===== src/hpm_pkg.sv =====
`timescale 1ns / 1ps

package hpm_pkg;

    // Input operation codes.
    typedef enum logic [1:0] {
        OP_TAKE     = 2'd0,
        OP_FEEDBACK = 2'd1,
        OP_RECEIVE  = 2'd2,
        OP_NONE     = 2'd3
    } hpm_op_t;

    // Result kinds.
    typedef enum logic [2:0] {
        KIND_NEW      = 3'd0,
        KIND_RETX     = 3'd1,
        KIND_ACK_FREE = 3'd2,
        KIND_MAX_FREE = 3'd3,
        KIND_NO_FREE  = 3'd4,
        KIND_RX       = 3'd5,
        KIND_INVALID  = 3'd6
    } hpm_kind_t;

    // Configuration register indexes.
    localparam logic REG_CAPACITY = 1'b0;
    localparam logic REG_MAX_TX   = 1'b1;

    localparam logic [19:0] CAP_RESET   = 20'd4096;
    localparam logic [3:0]  MAXTX_RESET = 4'd4;

    // Smallest bucket bound is 16 bytes, the largest 131072 bytes.
    localparam logic [19:0] BUCKET_BASE = 20'd16;
    localparam int          BUCKET_TOP  = 14;
    localparam logic [3:0]  BUCKET_OVER = 4'hf;

    typedef struct packed {
        hpm_op_t     op;
        logic [3:0]  proc_number;
        logic        fb_format_in;
        logic        ack_bit;
        logic [15:0] pkt_bytes;
    } hpm_item_t;

    typedef struct packed {
        hpm_kind_t   kind;
        logic [3:0]  out_process;
        logic [1:0]  rv_value;
        logic        new_data_flag;
        logic [3:0]  tx_count;
        logic        fb_format_out;
        logic [3:0]  buf_level;
    } hpm_result_t;

    // Outcome of the free-process search.
    typedef struct packed {
        logic       found;
        logic [3:0] index;
    } hpm_free_t;

    // Redundancy version sequence 0 -> 2 -> 3 -> 1 -> 0.
    function automatic logic [1:0] next_rv(input logic [1:0] rv);
        logic [1:0] nxt;
        unique case (rv)
            2'd0:    nxt = 2'd2;
            2'd1:    nxt = 2'd0;
            2'd2:    nxt = 2'd3;
            default: nxt = 2'd1;
        endcase
        return nxt;
    endfunction

    // Log2 bucket of the remaining buffer: 0 when empty, k when at most
    // 2^(k+3) bytes remain, 15 when more than the top bucket remain.
    function automatic logic [3:0] status_bucket(input logic [19:0] bytes);
        logic [3:0] bucket;
        bucket = BUCKET_OVER;
        for (int k = BUCKET_TOP; k >= 1; k--) begin
            if (bytes <= (BUCKET_BASE << (k - 1))) begin
                bucket = 4'(k);
            end
        end
        if (bytes == 20'd0) begin
            bucket = 4'd0;
        end
        return bucket;
    endfunction

endpackage


===== src/hpm_if.sv =====
`timescale 1ns / 1ps

// Request channel: one event per beat.
interface hpm_req_if;
    logic        valid;
    logic        ready;
    logic [1:0]  op;
    logic [3:0]  proc_number;
    logic        fb_format_in;
    logic        ack_bit;
    logic [15:0] pkt_bytes;

    modport source (
        output valid, op, proc_number, fb_format_in, ack_bit, pkt_bytes,
        input  ready
    );
    modport sink (
        input  valid, op, proc_number, fb_format_in, ack_bit, pkt_bytes,
        output ready
    );
endinterface

// Response channel: one result per beat.
interface hpm_rsp_if;
    logic       valid;
    logic       ready;
    logic [2:0] kind;
    logic [3:0] out_process;
    logic [1:0] rv_value;
    logic       new_data_flag;
    logic [3:0] tx_count;
    logic       fb_format_out;
    logic [3:0] buf_level;

    modport source (
        output valid, kind, out_process, rv_value, new_data_flag,
               tx_count, fb_format_out, buf_level,
        input  ready
    );
    modport sink (
        input  valid, kind, out_process, rv_value, new_data_flag,
               tx_count, fb_format_out, buf_level,
        output ready
    );
endinterface


===== src/harq_process_manager.sv =====
`timescale 1ns / 1ps
// Flow: an accepted request beat waits in the input register; its result then goes to the
// result register, which drives the response channel.
// Throughput: one request per cycle unless results stall; the process table is updated as
// the request leaves the input register, so the next request already sees the new state.
// Reset: every process free with its new-data bit set, version and count zero, 4096 bytes
// of buffer; capacity 4096 and four transmissions allowed. Ready returns straight after reset.

module harq_process_manager #(
    parameter int PROCESS_COUNT = 8
) (
    input  logic               clk,
    input  logic               rst_n,
    input  logic               cfg_we,
    input  logic               cfg_index,
    input  logic [19:0]        cfg_wdata,
    hpm_req_if.sink            req,
    hpm_rsp_if.source          rsp
);

    localparam int IDX_W = (PROCESS_COUNT > 1) ? $clog2(PROCESS_COUNT) : 1;

    // Configuration registers.
    logic [19:0] capacity_reg;
    logic [3:0]  max_tx_reg;

    // Process table, one entry per process.
    logic [PROCESS_COUNT-1:0] occupied_reg;
    logic [PROCESS_COUNT-1:0] ndi_reg;
    logic [1:0]               rv_reg     [PROCESS_COUNT];
    logic [3:0]               count_reg  [PROCESS_COUNT];
    logic [19:0]              buffer_reg [PROCESS_COUNT];

    // Input register and result register.
    logic                 s1_valid_reg;
    hpm_pkg::hpm_item_t   s1_item_reg;
    logic                 res_valid_reg;
    hpm_pkg::hpm_result_t res_reg;
    hpm_pkg::hpm_result_t res_next;
    logic                 res_produce;

    // Next value of the one table entry that an event touches.
    logic             entry_we;
    logic             occupied_next;
    logic             ndi_next;
    logic [1:0]       rv_next;
    logic [3:0]       count_next;
    logic [19:0]      buffer_next;

    logic             advance;
    hpm_pkg::hpm_free_t free_info;
    logic [IDX_W-1:0] sel_idx;
    logic             proc_ok;

    // Values read from the selected entry.
    logic             rd_occupied;
    logic             rd_ndi;
    logic [1:0]       rd_rv;
    logic [3:0]       rd_count;
    logic [19:0]      rd_buffer;

    logic [1:0]       nack_rv;
    logic [19:0]      bytes_ext;
    logic [19:0]      bucket_src;

    hpm_free_finder #(
        .PROCESS_COUNT (PROCESS_COUNT)
    ) u_free_finder (
        .occupied (occupied_reg),
        .result   (free_info)
    );

    // The input register moves on whenever the result register is empty or being
    // emptied in the same cycle; an ignored request simply leaves.
    assign advance   = s1_valid_reg && (!res_valid_reg || rsp.ready);
    assign req.ready = !s1_valid_reg || advance;

    // A take works on the lowest free process, everything else on the named one.
    assign sel_idx = (s1_item_reg.op == hpm_pkg::OP_TAKE)
                   ? free_info.index[IDX_W-1:0]
                   : s1_item_reg.proc_number[IDX_W-1:0];
    assign proc_ok = (int'(s1_item_reg.proc_number) < PROCESS_COUNT);

    assign rd_occupied = occupied_reg[sel_idx];
    assign rd_ndi      = ndi_reg[sel_idx];
    assign rd_rv       = rv_reg[sel_idx];
    assign rd_count    = count_reg[sel_idx];
    assign rd_buffer   = buffer_reg[sel_idx];

    assign bytes_ext = {4'd0, s1_item_reg.pkt_bytes};
    // A buffer-too-small NACK restarts the version sequence.
    assign nack_rv   = s1_item_reg.fb_format_in ? 2'd0 : hpm_pkg::next_rv(rd_rv);

    // Event handling. The buffer status always reports one value, chosen here, so a
    // single bucket encoder serves every kind of result.
    always_comb
    begin
        res_next      = '0;
        res_next.kind = hpm_pkg::KIND_INVALID;
        res_produce   = 1'b1;
        entry_we      = 1'b0;
        occupied_next = rd_occupied;
        ndi_next      = rd_ndi;
        rv_next       = rd_rv;
        count_next    = rd_count;
        buffer_next   = rd_buffer;
        bucket_src    = 20'd0;

        unique case (s1_item_reg.op)
            hpm_pkg::OP_TAKE:
            begin
                if (free_info.found) begin
                    entry_we               = 1'b1;
                    occupied_next          = 1'b1;
                    ndi_next               = !rd_ndi;
                    count_next             = 4'd1;
                    bucket_src             = rd_buffer;
                    res_next.kind          = hpm_pkg::KIND_NEW;
                    res_next.out_process   = free_info.index;
                    res_next.rv_value      = rd_rv;
                    res_next.new_data_flag = !rd_ndi;
                    res_next.tx_count      = 4'd1;
                end
                else begin
                    res_next.kind = hpm_pkg::KIND_NO_FREE;
                end
            end
            hpm_pkg::OP_FEEDBACK:
            begin
                res_next.out_process = s1_item_reg.proc_number;
                if (proc_ok && rd_occupied) begin
                    entry_we               = 1'b1;
                    res_next.new_data_flag = rd_ndi;
                    if (!s1_item_reg.fb_format_in && s1_item_reg.ack_bit) begin
                        occupied_next = 1'b0;
                        rv_next       = 2'd0;
                        count_next    = 4'd0;
                        buffer_next   = capacity_reg;
                        bucket_src    = capacity_reg;
                        res_next.kind = hpm_pkg::KIND_ACK_FREE;
                    end
                    else if (rd_count < max_tx_reg) begin
                        rv_next           = nack_rv;
                        count_next        = rd_count + 4'd1;
                        bucket_src        = rd_buffer;
                        res_next.kind     = hpm_pkg::KIND_RETX;
                        res_next.rv_value = nack_rv;
                        res_next.tx_count = rd_count + 4'd1;
                    end
                    else begin
                        occupied_next = 1'b0;
                        rv_next       = 2'd0;
                        count_next    = 4'd0;
                        buffer_next   = capacity_reg;
                        bucket_src    = capacity_reg;
                        res_next.kind = hpm_pkg::KIND_MAX_FREE;
                    end
                end
            end
            hpm_pkg::OP_RECEIVE:
            begin
                res_next.out_process = s1_item_reg.proc_number;
                if (proc_ok) begin
                    entry_we = 1'b1;
                    // Nothing is taken from a buffer too small for the packet.
                    if (rd_buffer >= bytes_ext) begin
                        buffer_next = rd_buffer - bytes_ext;
                    end
                    bucket_src             = buffer_next;
                    res_next.kind          = hpm_pkg::KIND_RX;
                    res_next.fb_format_out = (bytes_ext > capacity_reg);
                end
            end
            hpm_pkg::OP_NONE:
            begin
                res_produce = 1'b0;
            end
        endcase

        res_next.buf_level = hpm_pkg::status_bucket(bucket_src);
    end

    always_ff @(posedge clk or negedge rst_n)
    begin
        if (!rst_n) begin
            capacity_reg <= hpm_pkg::CAP_RESET;
            max_tx_reg   <= hpm_pkg::MAXTX_RESET;
        end
        else if (cfg_we) begin
            unique case (cfg_index)
                hpm_pkg::REG_CAPACITY: capacity_reg <= cfg_wdata;
                hpm_pkg::REG_MAX_TX:   max_tx_reg   <= cfg_wdata[3:0];
            endcase
        end
    end

    always_ff @(posedge clk or negedge rst_n)
    begin
        if (!rst_n) begin
            occupied_reg <= '0;
            ndi_reg      <= '1;
            for (int i = 0; i < PROCESS_COUNT; i++) begin
                rv_reg[i]     <= 2'd0;
                count_reg[i]  <= 4'd0;
                buffer_reg[i] <= hpm_pkg::CAP_RESET;
            end
        end
        else if (advance && entry_we) begin
            occupied_reg[sel_idx] <= occupied_next;
            ndi_reg[sel_idx]      <= ndi_next;
            rv_reg[sel_idx]       <= rv_next;
            count_reg[sel_idx]    <= count_next;
            buffer_reg[sel_idx]   <= buffer_next;
        end
    end

    always_ff @(posedge clk or negedge rst_n)
    begin
        if (!rst_n) begin
            s1_valid_reg  <= 1'b0;
            res_valid_reg <= 1'b0;
        end
        else begin
            if (req.valid && req.ready) begin
                s1_valid_reg <= 1'b1;
            end
            else if (advance) begin
                s1_valid_reg <= 1'b0;
            end

            if (advance) begin
                res_valid_reg <= res_produce;
            end
            else if (rsp.ready) begin
                res_valid_reg <= 1'b0;
            end
        end
    end

    always_ff @(posedge clk)
    begin
        if (req.valid && req.ready) begin
            s1_item_reg.op           <= hpm_pkg::hpm_op_t'(req.op);
            s1_item_reg.proc_number  <= req.proc_number;
            s1_item_reg.fb_format_in <= req.fb_format_in;
            s1_item_reg.ack_bit      <= req.ack_bit;
            s1_item_reg.pkt_bytes    <= req.pkt_bytes;
        end
        if (advance) begin
            res_reg <= res_next;
        end
    end

    assign rsp.valid         = res_valid_reg;
    assign rsp.kind          = res_reg.kind;
    assign rsp.out_process   = res_reg.out_process;
    assign rsp.rv_value      = res_reg.rv_value;
    assign rsp.new_data_flag = res_reg.new_data_flag;
    assign rsp.tx_count      = res_reg.tx_count;
    assign rsp.fb_format_out = res_reg.fb_format_out;
    assign rsp.buf_level     = res_reg.buf_level;

    // While a "no free process" result waits, the table cannot have changed.
    a_no_free_means_full: assert property (@(posedge clk) disable iff (!rst_n)
        (res_valid_reg && res_reg.kind == hpm_pkg::KIND_NO_FREE) |-> (&occupied_reg))
        else $error("no-free result while a process is free");

    // A successful take leaves the claimed process occupied.
    a_take_claims: assert property (@(posedge clk) disable iff (!rst_n)
        (advance && s1_item_reg.op == hpm_pkg::OP_TAKE && free_info.found)
        |=> occupied_reg[$past(sel_idx)])
        else $error("taken process not marked occupied");

    // A new transmission always starts with a count of one.
    a_new_count_one: assert property (@(posedge clk) disable iff (!rst_n)
        (res_valid_reg && res_reg.kind == hpm_pkg::KIND_NEW)
        |-> (res_reg.tx_count == 4'd1 && !res_reg.fb_format_out))
        else $error("new transmission with wrong count or format");

    // A held request only blocks the input while the result register is stalled.
    a_ready_on_stall: assert property (@(posedge clk) disable iff (!rst_n)
        (s1_valid_reg && res_valid_reg && !rsp.ready) |-> !req.ready)
        else $error("request taken while the pipeline is stalled");

endmodule


===== src/hpm_free_finder.sv =====
`timescale 1ns / 1ps

// Finds the lowest-numbered free process.
module hpm_free_finder #(
    parameter int PROCESS_COUNT = 8
) (
    input  logic [PROCESS_COUNT-1:0] occupied,
    output hpm_pkg::hpm_free_t       result
);

    always_comb
    begin
        result = '0;
        for (int i = PROCESS_COUNT - 1; i >= 0; i--) begin
            if (!occupied[i]) begin
                result.found = 1'b1;
                result.index = 4'(i);
            end
        end
    end

endmodule


===== src/flat_wrapper.sv =====
// flat-port wrapper written by rule: the top's interface ports become plain ports
module harq_process_manager_flat 
#(
    parameter int PROCESS_COUNT = 8
)
  (clk, rst_n, cfg_we, cfg_index, cfg_wdata, req_valid, req_op, req_proc_number, req_fb_format_in, req_ack_bit, req_pkt_bytes, req_ready, rsp_valid, rsp_kind, rsp_out_process, rsp_rv_value, rsp_new_data_flag, rsp_tx_count, rsp_fb_format_out, rsp_buf_level, rsp_ready);
  hpm_req_if req_i ();
  hpm_rsp_if rsp_i ();
  input  logic clk;
  input  logic rst_n;
  input  logic cfg_we;
  input  logic cfg_index;
  input  logic [19:0] cfg_wdata;
  input wire logic [$bits(req_i.valid)-1:0] req_valid;
  input wire logic [$bits(req_i.op)-1:0] req_op;
  input wire logic [$bits(req_i.proc_number)-1:0] req_proc_number;
  input wire logic [$bits(req_i.fb_format_in)-1:0] req_fb_format_in;
  input wire logic [$bits(req_i.ack_bit)-1:0] req_ack_bit;
  input wire logic [$bits(req_i.pkt_bytes)-1:0] req_pkt_bytes;
  output wire logic [$bits(req_i.ready)-1:0] req_ready;
  output wire logic [$bits(rsp_i.valid)-1:0] rsp_valid;
  output wire logic [$bits(rsp_i.kind)-1:0] rsp_kind;
  output wire logic [$bits(rsp_i.out_process)-1:0] rsp_out_process;
  output wire logic [$bits(rsp_i.rv_value)-1:0] rsp_rv_value;
  output wire logic [$bits(rsp_i.new_data_flag)-1:0] rsp_new_data_flag;
  output wire logic [$bits(rsp_i.tx_count)-1:0] rsp_tx_count;
  output wire logic [$bits(rsp_i.fb_format_out)-1:0] rsp_fb_format_out;
  output wire logic [$bits(rsp_i.buf_level)-1:0] rsp_buf_level;
  input wire logic [$bits(rsp_i.ready)-1:0] rsp_ready;
  assign req_i.valid = req_valid;
  assign req_i.op = req_op;
  assign req_i.proc_number = req_proc_number;
  assign req_i.fb_format_in = req_fb_format_in;
  assign req_i.ack_bit = req_ack_bit;
  assign req_i.pkt_bytes = req_pkt_bytes;
  assign req_ready = req_i.ready;
  assign rsp_valid = rsp_i.valid;
  assign rsp_kind = rsp_i.kind;
  assign rsp_out_process = rsp_i.out_process;
  assign rsp_rv_value = rsp_i.rv_value;
  assign rsp_new_data_flag = rsp_i.new_data_flag;
  assign rsp_tx_count = rsp_i.tx_count;
  assign rsp_fb_format_out = rsp_i.fb_format_out;
  assign rsp_buf_level = rsp_i.buf_level;
  assign rsp_i.ready = rsp_ready;
  harq_process_manager #(.PROCESS_COUNT(PROCESS_COUNT)) u_core (.clk(clk), .rst_n(rst_n), .cfg_we(cfg_we), .cfg_index(cfg_index), .cfg_wdata(cfg_wdata), .req(req_i), .rsp(rsp_i));
endmodule

===== config.mk =====
export PLATFORM = sky130hd
export DESIGN_NAME = harq_process_manager_flat
export DESIGN_NICKNAME = d
export VERILOG_FILES = /design/src/hpm_pkg.sv /design/src/hpm_if.sv /design/src/harq_process_manager.sv /design/src/hpm_free_finder.sv /design/src/flat_wrapper.sv
export SDC_FILE = /design/constraint.sdc
export NUM_CORES = 1
export LEC_CHECK = 0
export BUFFER_PORTS_ARGS = -buffer_cell sky130_fd_sc_hd__buf_2
export CAP_MARGIN = 15
export CORE_ASPECT_RATIO = 2
export CORE_UTILIZATION = 45
export DETAILED_ROUTE_END_ITERATION = 12
export GPL_TIMING_DRIVEN = 0
export PLACE_DENSITY = 0.62
export SKIP_LAST_GASP = 1
export SLEW_MARGIN = 20
export SYNTH_ARGS = -nofsm -noshare
export SYNTH_HDL_FRONTEND = slang
export SYNTH_HIERARCHICAL = 1
export SYNTH_SLANG_ARGS = --single-unit

===== constraint.sdc =====
create_clock -name clk -period 13.1 [get_ports clk]
set_input_delay 2.62 -clock clk [delete_from_list [all_inputs] [get_ports clk]]
set_output_delay 2.62 -clock clk [all_outputs]
set_load 0.1 [all_outputs]

# --- Word level (Yosys, flattened, before mapping) ---
# Cells that the tools add are included.
classes:
  add_sub_neg: 2
  n_lt_le_gt_ge: 22
  eq_ne: 5
  muxes: 95
  bitwise: 2
  n_reduce_logical: 24
op_table:
  columns: ["operator", "n"]
  rows:
  - ["$mux W20", 11]
  - ["$bwmux W160", 1]
  - ["$bmux W20 S3", 1]
  - ["$demux W20 S3", 1]
  - ["$pmux W20 S3", 1]
  - ["$mux W5", 8]
  - ["$pmux W20 S2", 1]
  - ["$mux W3", 12]
  - ["$bwmux W32", 1]
  - ["$mux W2", 14]
  - ["$mux W4", 7]
  - ["$pmux W7 S3", 1]
  - ["$ge A20 B16 Y1", 1]
  - ["$gt A16 B20 Y1", 1]
  - ["$le A20 B10 Y1 const B", 1]
  - ["$le A20 B11 Y1 const B", 1]
  - ["$le A20 B12 Y1 const B", 1]
  - ["$le A20 B13 Y1 const B", 1]
  - ["$le A20 B14 Y1 const B", 1]
  - ["$le A20 B15 Y1 const B", 1]
  - ["$le A20 B16 Y1 const B", 1]
  - ["$le A20 B17 Y1 const B", 1]
  - ["$le A20 B18 Y1 const B", 1]
  - ["$le A20 B5 Y1 const B", 1]
  - ["42 further kinds", 79]
word_totals:
  ff_bits: 293
  elab_cells: 195

# --- Logic depth before layout (Yosys ltp) ---
logic_depth:
  word_depth: 33
  mapped_depth: 29
  mapped_depth_nobuf: 24

# --- Modules after synthesis ---
# The synthesis kept the hierarchy.
by_module_without_submodules:
  columns: ["module", "n_inst", "cells_each", "area_each_um2"]
  rows:
  - ["harq_process_manager", 1, 1759, 15910.3]
  - ["hpm_free_finder", 1, 16, 91.3]

# --- Worst setup path before layout ---
# No wires, ideal clock.
synth_timing:
  path_type: "register to register"
  start: "register u_core/s1_item_reg[22] (netlist name)"
  end: "register u_core.res_reg (netlist bit u_core/rsp.buf_level[0]) (data pin)"
  setup_time_ns: 0.261
  arrival_ns: 6.102
  t_required_ns: 12.839
  path_slack_ns: 6.736
  path_stages_with_launch: 26
  n_path_buf: 4
  synth_period_minus_slack_ns: 6.364
  cell_sequence: "edfxtp_1 -> inv_1 -> ha_1 -> buf_6 -> buf_6 -> buf_4 -> buf_2 -> nor2b_1 -> a22o_1 -> a221o_1 -> a2111o_1 -> inv_1 -> ha_1 -> o211ai_1 -> a21oi_1 -> o41ai_2 -> o211ai_1 -> a221oi_1 -> a311o_1 -> o211a_1 -> or3b_1 -> nor4_1 -> a31oi_1 -> o311a_1 -> o21ai_1 -> nand2_1"
synth_via:
  elab_chain_cells: 26
  elab_cells_between_ends: 53
  cone_classes: "add/sub (1); order compare (16); eq/ne (2); mux (30); bitwise (1); reduce/logical (3)"
synth_rtl:
  columns: ["element", "line_no", "text"]
  rows:
  - ["start, declared", "harq_process_manager.sv:36", "hpm_pkg::hpm_item_t s1_item_reg;"]
  - ["branches (longest 10 deep; another with $sub A20 B16 Y20)", null, null]
  - ["$pmux W20 S3 (*)", "harq_process_manager.sv:109", "unique case (s1_item_reg.op)"]
  - ["$le A20 B18 Y1", "hpm_pkg.sv:78", "if (bytes <= (BUCKET_BASE << (k - 1))) begin"]
  - ["$mux W1", "hpm_pkg.sv:78", null]
  - ["$mux W2 (2 in series)", "hpm_pkg.sv:78", null]
  - ["$mux W3 (8 in series)", "hpm_pkg.sv:78", null]
  - ["$mux W2 (2 in series)", "hpm_pkg.sv:78", null]
  - ["$mux W1", "hpm_pkg.sv:78", null]
  - ["end signal, assigned", "harq_process_manager.sv:250", "res_reg <= res_next;"]
  - ["end, declared", "harq_process_manager.sv:38", "hpm_pkg::hpm_result_t res_reg;"]
# Mark *: on every way between the ends. The select of a mux whose other input is x is not followed.
# A chain may end at the register's enable or synchronous reset.

# --- Worst setup path in the final report ---
layout_timing:
  start: "register u_core/s1_item_reg[22] (netlist name)"
  end: "register u_core.res_reg (netlist bit u_core/rsp.buf_level[1]) (data pin)"
layout_via:
  elab_chain_cells: 24
  elab_cells_between_ends: 51
  cone_classes: "add/sub (1); order compare (15); eq/ne (2); mux (28); bitwise (1); reduce/logical (4)"
layout_rtl:
  columns: ["element", "line_no"]
  rows:
  - ["branches (longest 10 deep; another with $sub A20 B16 Y20)", null]
  - ["$pmux W20 S3 (*)", "harq_process_manager.sv:109"]
  - ["$le A20 B17 Y1", "hpm_pkg.sv:78"]
  - ["$mux W2 (2 in series)", "hpm_pkg.sv:78"]
  - ["$mux W3 (8 in series)", "hpm_pkg.sv:78"]
  - ["$mux W2 (2 in series)", "hpm_pkg.sv:78"]
# Marks and branches as above.

==> results by group <==
Outcome
  – Status: completed

Critical path
  – Critical Path End Type: flop
  – CP Class: flop to flop
  – Bufs and invs on worst path: 6
  – Maximum net fanout on the critical path: 10
  – CP top delay family: compound AO/OA/AOI/OAI gates
  – CP max stage delay: 0.88 ns
  – Critical path's slowest cell: a22oi_1
  – Required @ worst endpoint: 13.43 ns
  – Arr. time, crit path: 9.95 ns
  – CP Launch Type: flop

Placed design
  – Dpl cells: 2295
  – GPL Wtd Cong: approximately 1
  – IO Port Bufs: 70
  – HPWL Detailed: 49600 um
  – DP Area: 17000 um2

Detailed routing
  – DRC Markers: 0
  – Drt wl/cell: 28.4 um
  – Via-to-Cell Ratio: between 6 and 7
  – Final WL: ~67000 um
  – First-pass iteration count of the detailed router: 6
  – Via count: 15223
  – Post-DRT Antenna Nets: 0
  – Initial DRC count: 1386

Timing
  – Fin. Hold Viols: 0
  – Period minus WS final: 9.62 ns
  – Clock Skew: 0.0154 ns
  – Worst rel slew slack: 13.9%
  – Pins Over Slew Limit: 0
  – Fmax: slightly above 0.1 GHz
  – Final setup fails: 0
  – Unrepaired setup endpoints after global routing: false
  – Setup TNS: 0 ns
  – Actual slew at the worst max-slew pin: 1.29 ns
  – Final period utilization: 73.4%

Synthesis
  – Top cell type's share of synthesized area: ~36%
  – Synth warn: 6
  – Number of synthesized flops with an enable pin: 43
  – Post-synth ARST share: a little under nine tenths
  – Fraction of synthesized cell area in xor and xnor cells: less than 1%
  – Mux contribution to synthesized area: 3.79%
  – Most common flop cell mapped by yosys: dfrtp_1
  – Post-synthesis register bit count: 293
  – Post-synth top area cell: dfrtp_1
  – Synth Area per Inst: roughly 9.0 um2
  – Synth Area in Adders: 3.33%
  – Synth Area in Simple Gates: 17.0%
  – Distinct cell type count after synthesis: 97
  – Synth area leaders: dfrtp_1, edfxtp_1, a21oi_1, nand2_1, nor2_1
  – Synthesized cell area: between 15000 and 20000 um2
  – Largest family of logic cells by synthesized area: compound AO/OA/AOI/OAI gates
  – Synth Net Count: 1867
  – Synthesized netlist cell count: between 1500 and 2000
  – Seq/Total Area, Yosys: 47.3%
  – Compound-Gate Fraction of Synth Area: 23.3%

Floorplan
  – Core Region: around 35000 um2
  – Die Height: 269 um
  – Io pins: 71
  – Die area: 36400 um2
  – Initial Utilization: 45.6%
  – Std-Cell Rows: 97
  – Die width: 135 um

Global routing
  – Initial antenna violation count: 0
  – Vias in the first global route: 15287
  – GR Util All Layers: 37.4%
  – Largest net degree at the start of global routing: 95
  – First-pass GRT wire length: 97400 um
  – GRT overflow: 0

CTS
  – Clk_lat worst skew: 0.59 ns
  – # hold bufs at CTS: 0
  – CTS tree: done
  – Worst-path clk slew: 0.07 ns
  – Clk buf depth: 3
  – Postcts setup bufs: 0
  – Num Clock Sinks: 293
  – Resized Gates After CTS: 0
  – CTS H-tree depth: 1
  – Root buffer cell: clkbuf_16
  – Total clock buffers created by CTS: 28

Pwr
  – Peak VDD IR: around 0.16 mV
  – Pwr dens: 230 nW/um2
  – Total chip power: 0.00415 W
  – Leak: slightly below 8 nW

Layout
  – Cell Count, Final, Fillers Out: approximately 2300
  – Layout cell share with drive strength beyond 1: 11.8%
  – Ant diodes: 0
  – Layout area overhead: 12.6%
  – Most frequent cells in the layout: dfrtp_1, a21oi_1, nand2_1
  – Max FFs per register: between 150 and 200
  – Commonest non-fill, non-tap cell in the layout: dfrtp_1
  – Filler Cells Inserted: 3397
  – Cell area after layout: 18000 um2
  – Final net count: a little under 2000

Run
  – Max-cap viol count: 0

Hold path
  – Tightest Hold Check Type: flop to flop
[cells by family after synthesis]
logic type	count (synthesis)
AO/OA/AOI/OAI	601
XOR/XNOR	14
adder cells (fa/ha/maj)	42
buffers and inverters	180
flip-flops	293
multiplexers	55
other	1
AND/OR/NAND/NOR	589
[Yosys cell counts, types with 8 or more instances]
library cell,instances
a211oi_1,10
a21o_1,12
a21oi_1,228
a222oi_1,8
a22oi_1,23
a31oi_1,9
and2_1,12
and3_1,9
buf_1,8
buf_2,10
clkbuf_1,75
dfrtp_1,232
dfstp_2,18
edfxtp_1,43
ha_1,41
inv_1,80
mux2_2,39
mux2i_1,13
nand2_1,213
nand2b_1,13
nand3_1,33
nand4_1,11
nor2_1,203
nor2b_1,11
nor3_1,15
nor4_1,12
o211ai_1,11
o21a_1,12
o21ai_0,136
o221ai_1,17
o22ai_1,35
o31ai_1,10
or3_1,9
[worst register-to-register path, delay by kind of cell, from the launching register on]
family,cells,cell delay (ns)
AOI/OAI and AO/OA,10,4.78
and+or+nand+nor,9,2.10
buffers and inverters,6,1.52
adders and majority gates,2,0.58
DFF,1,0.39
[layer usage]
metal  vias to the layer above  wire length [um]  GRT usage, %
li1                       6618                 -             -
met1                      7443             22000          38.2
met2                       851             32900          64.2
met3                       311              4810          6.54
met4                         0              7050          34.3
met5                         -                 0             0
[report_power, final]
part / leakage [nW] / internal (W) / switching, W
clock: 0.479 / 0.000481 / 0.000374
sequential: 3.56 / 0.00123 / 0.000175
combinational: 3.76 / 0.000585 / 0.00130
total: 7.80 / 0.00230 / 0.00185
[final timing paths]
path	depth (start not counted)	start	endpoint	slack, ns
min reg2reg	2	u_core/buffer_reg[145]$_DFFE_PN0P_	u_core/buffer_reg[145]$_DFFE_PN0P_	0.48
max	27	u_core/s1_item_reg[22]$_DFFE_PP_	u_core/rsp.buf_level[1]$_SDFFCE_PP0P_	3.48
max in group asynchronous	3	rst_n	u_core/ndi_reg[5]$_DFFE_PN1P_	9.72
max reg2reg	27	u_core/s1_item_reg[22]$_DFFE_PP_	u_core/rsp.buf_level[1]$_SDFFCE_PP0P_	3.48
min in group asynchronous	1	rst_n	u_core/capacity_reg[13]$_DFFE_PN0P_	2.04
min	2	u_core/buffer_reg[145]$_DFFE_PN0P_	u_core/buffer_reg[145]$_DFFE_PN0P_	0.48
[area by class of cell]
type | instances | area (um2) | area share (%)
multi-input cells | 1302 | 7760 | 43.1
well taps | 445 | 557 | 3.09
plain buffers | 99 | 418 | 2.32
repair buffers | 75 | 443 | 2.46
clock buffers | 46 | 925 | 5.13
clock inverters | 6 | 40.0 | 0.222
flip-flops and latches | 293 | 7570 | 42.0
inverters | 81 | 304 | 1.69
[stage by stage]
stage | setup WS (ns) | hold WS (ns) | util [%]
6_report | 3.48 | 0.481 | 51.4
5_1_grt | 3.24 | 0.497 | 51.4
4_1_cts | 3.82 | 0.485 | 51.3
3_5_place_dp | 3.87 | 0.463 | 48.6
3_3_place_gp | 3.53 | 0.456 | 48.2
2_1_floorplan | 6.74 | 0.441 | -
Note: power is estimated with default switching activity, not from simulation.
